File: config.mk
export PLATFORM = sky130hd
export DESIGN_NAME = tcw_addr_unit
export DESIGN_NICKNAME = d
export VERILOG_FILES = /design/src/rtl/core/tcw_pkg.sv /design/src/rtl/core/tcw_addr_unit.sv
export SDC_FILE = /design/constraint.sdc
export NUM_CORES = 1
export LEC_CHECK = 0
export ABC_AREA = 1
export BUFFER_PORTS_ARGS = -buffer_cell sky130_fd_sc_hd__buf_2
export CAP_MARGIN = 10
export CORE_ASPECT_RATIO = 2
export CORE_MARGIN = 1
export CORE_UTILIZATION = 52
export DETAILED_ROUTE_END_ITERATION = 16
export PLACE_DENSITY = 0.89
export RECOVER_POWER = 100
export SETUP_SLACK_MARGIN = 0.05
export SYNTH_ARGS = -nofsm -noshare
export SYNTH_HDL_FRONTEND = slang
export SYNTH_SLANG_ARGS = --single-unit
File: constraint.sdc
create_clock -name vclk -period 4.5
set_input_delay 0.45 -clock vclk [all_inputs]
set_output_delay 0.45 -clock vclk [all_outputs]
set_load 0.05 [all_outputs]
File: src/rtl/core/tcw_pkg.sv
package tcw_pkg;

  localparam int ColW     = 7;
  localparam int RowW     = 5;
  localparam int CharW    = 8;
  localparam int ColorW   = 4;
  localparam int AttrW    = 8;
  localparam int CellW    = CharW + AttrW;
  localparam int ReqW     = 2;
  localparam int CfgIdxW  = 1;
  localparam int CfgDataW = 7;

  localparam logic [ReqW-1:0] ReqWrite     = 2'd0;
  localparam logic [ReqW-1:0] ReqSetCursor = 2'd1;
  localparam logic [ReqW-1:0] ReqRead      = 2'd2;

  localparam logic [CfgIdxW-1:0] CfgColumns = 1'b0;
  localparam logic [CfgIdxW-1:0] CfgRows    = 1'b1;

  localparam logic [CharW-1:0] CharNewline   = 8'd10;
  localparam logic [CharW-1:0] CharBackspace = 8'd8;
  localparam logic [CharW-1:0] CharSpace     = 8'h20;

  localparam logic [ColW-1:0] ColsReset = 7'd80;
  localparam logic [RowW-1:0] RowsReset = 5'd25;

  // ansi red/blue order is swapped against vga
  function automatic logic [ColorW-1:0] ansi_to_vga(input logic [ColorW-1:0] c);
    return {c[3], c[0], c[1], c[2]};
  endfunction

endpackage

File: src/rtl/core/tcw_addr_unit.sv
module tcw_addr_unit import tcw_pkg::*; #(
  parameter int CntW = 12,
  localparam int SumW = CntW + 1
) (
  input  logic [RowW-1:0] a_i,
  input  logic [ColW-1:0] b_i,
  input  logic [CntW-1:0] c_i,
  output logic [SumW-1:0] sum_o
);

  logic [RowW+ColW-1:0] prod;

  assign prod  = a_i * b_i;
  assign sum_o = SumW'(prod) + SumW'(c_i);

endmodule

# Word level (Yosys, flattened, before mapping)

Index checks and enable logic that the tools add are counted.

Register bits after elaboration: 0
Output and inout bits: 13
Word-level logic and storage cells: 2

$add $sub $neg: 1
$mul: 1

Operator list:

| kind                                         | count |
|---|---|
| 12-bit by 12-bit adder with 13-bit output    | 1 |
| 5-bit by 7-bit multiplier with 12-bit output | 1 |

# Depth between registers and ports, before layout

Depth after elaboration: 2
Gate-level depth with buffers: 16
Gate-level depth less buffers: 16

# Least setup slack after synthesis

OpenSTA, ideal clock, no wires.

Path kind: input-to-output
Start point: input a_i[4]
End point: output sum_o[8]
Arrival: 3.592 ns
Data required time: 4.050 ns
Setup slack: 0.458 ns
Stages on the path: 13
Path through: nand2_1 -> inv_1 -> fa_1 -> fa_1 -> inv_1 -> fa_1 -> inv_1 -> ha_1 -> nand2_1 -> inv_1 -> nand2_1 -> nand3_1 -> xor2_1

Cells in the longest elaborated chain, start to end: 2

Ends and longest elaborated chain:

| item                                         | line                | source |
|---|---|---|
| from (decl)                                  | tcw_addr_unit.sv:5  | `input logic [RowW-1:0] a_i,` |
| 5-bit by 7-bit multiplier with 12-bit output | tcw_addr_unit.sv:13 | `assign prod = a_i * b_i;` |
| 12-bit by 12-bit adder with 13-bit output    | tcw_addr_unit.sv:14 | `assign sum_o = SumW'(prod) + SumW'(c_i);` |
| to (decl)                                    | tcw_addr_unit.sv:8  | `output logic [SumW-1:0] sum_o` |

Every way passes these cells.

# Final worst setup path

Ends and elaborated chain as after synthesis.

==> impl_metrics.toml <==
[status]
status = "complete, no violations"

[drt]
wl_um = 3190
drtIter0Drc = 31
avgRoutedWirePerCell_um = 10.6
drc_errors = 0
ant_nets = 0
vias = 1459
via_per_inst = 4.85
drt-pass1-iter-count = 4

[global_route]
top_usage_layer = "met2"
grt_max_degree = 8
grt_pass1_wl_um = 5590
grtUsageTotal = 0.237
grt_util_met1 = 0.221
grt-ovfl-total = 0
antenna_found_initial = 0
grt_use_met2 = 0.478
grtUsageMet3 = 0.0112
grt_pass1_vias = 1552

[sta]
fmax_mhz = 238
hold_viol_final = 0
layout_min_cycle_time_ns = 4.21
setup_violations = 0
period_share = 0.935
report.final.slew_viol_count = 0
finalSetupTns_ns = 0
rsz0062_at_grt = "no"
hold_ws_ns = 1.49
worst_pin_slew_ns = 0.601
slew_headroom = 0.601

[floorplanning]
die-width_um = 40.4
core-area_sq_um = 2770
ios = 37
start_util = 0.553
die_y_um = 78.8
fp-row-count = 27
dieArea_sq_um = 3180

[clock_network]
postCtsSetupBuffers = 0
post_cts_resized = 0
cts_hold_buffers = 0

[synth]
synth.distinct_cells = 13
syn_inst = 235
synth_area_sq_um = 1530
syn_area_per_cell_sq_um = 6.52
syn_nets = 305
yosysSeqAreaShare = 0
yosys_warnings = 0

[run]
maxCapViolations = 0

[placement]
dp_hpwl_um = 2930
post_dp_cell_area_sq_um = 1750
dp_cells = 301
place_congestion = 0.888
portBuffers = 37

[pwr]
pwr_density_cell_nw_per_um2 = 492
vdd_drop_max_mv = 0.547
power.leakage_nw = 1.21

[finish]
drive_gt1_frac = 0.110
fin_util = 0.629
final_area_sq_um = 1740
design.seq.count = 0
final_cell_mix = "inv_1 (79), nand2_1 (77), fa_1 (25), buf_2 (24), ha_1 (21)"
n_antenna_cell = 0
regArea_sq_um = 0
final_net_count = 344
area_growth_pct = 13.7
layout_commonest_cell = "inv_1"
clkbuf_count = 0
final_cells = 301

[min_path]
hold_class = "in -> out"
min_path_cells = 3

[setup_path]
criticalPathCategory = "in -> out"
critPathLaunchType = "primary input"
crit_required_ns = 4.05
crit_path_end_kind = "output pin"
crit_arrival_ns = 3.76
worst-path-max-fanout = 7
==> cells in the mapped netlist <==
library cell  count  share of area
inv_1            79           0.19
nand2_1          77           0.19
fa_1             25           0.33
ha_1             21           0.17
nand3_1          10          0.033
nor2_1            9          0.022
a21oi_1           4          0.013
xor2_1            4          0.023
nand4_1           2         0.0082
nand3_2           1         0.0065
nor2_2            1         0.0041
or2_1             1         0.0041
xnor2_1           1         0.0057
==> power breakdown <==
part	internal, mW	total [mW]	leakage [nW]	switching (mW)
registers	0	0	0	0
clock network	0	0	0	0
logic	0.225	0.857	1.21	0.632
==> area by class of cell <==
type               count  area, sq um
inverters             79          297
fillers              270         1030
multi-input cells    156         1230
repair buffers        37          174
well taps             29         36.3
==> cells by family after synthesis <==
group / share of synthesized area
and+or+nand+nor: 0.266
buffers and inverters: 0.194
adders and majority gates: 0.498
xor gates and xnor gates: 0.0286
AOI/OAI and AO/OA: 0.0131
==> worst paths after layout <==
path / start / end / slack [ns]
setup / recovery: a_i[4] / sum_o[8] / 0.29
hold / removal: c_i[0] / sum_o[0] / 1.49
==> through the flow <==
stage	setup WS [ns]	power (mW)
after global routing	0.114	0.953
after floorplan	0.458	0.700
after CTS	0.463	0.880
after detailed placement	0.469	0.878
after global placement	0.505	0.864
final	0.294	0.857
==> layer usage <==
layer,up-vias,routed length [um]
met3,6,58
li1,746,-
met4,0,56
met1,682,1140
met5,-,0
met2,25,1940
==> worst max-delay path, cell delays in order <==
cell and delay (ns):
buf_2 0.14, nand2_1 0.09, fa_1 0.52, fa_1 0.53
fa_1 0.57, inv_1 0.05, ha_1 0.38, nand2_1 0.09
nor2_2 0.13, nand2_1 0.06, nand3_1 0.08, xor2_1 0.17
clkbuf_1 0.48
Power figures use the tool's default switching activity.
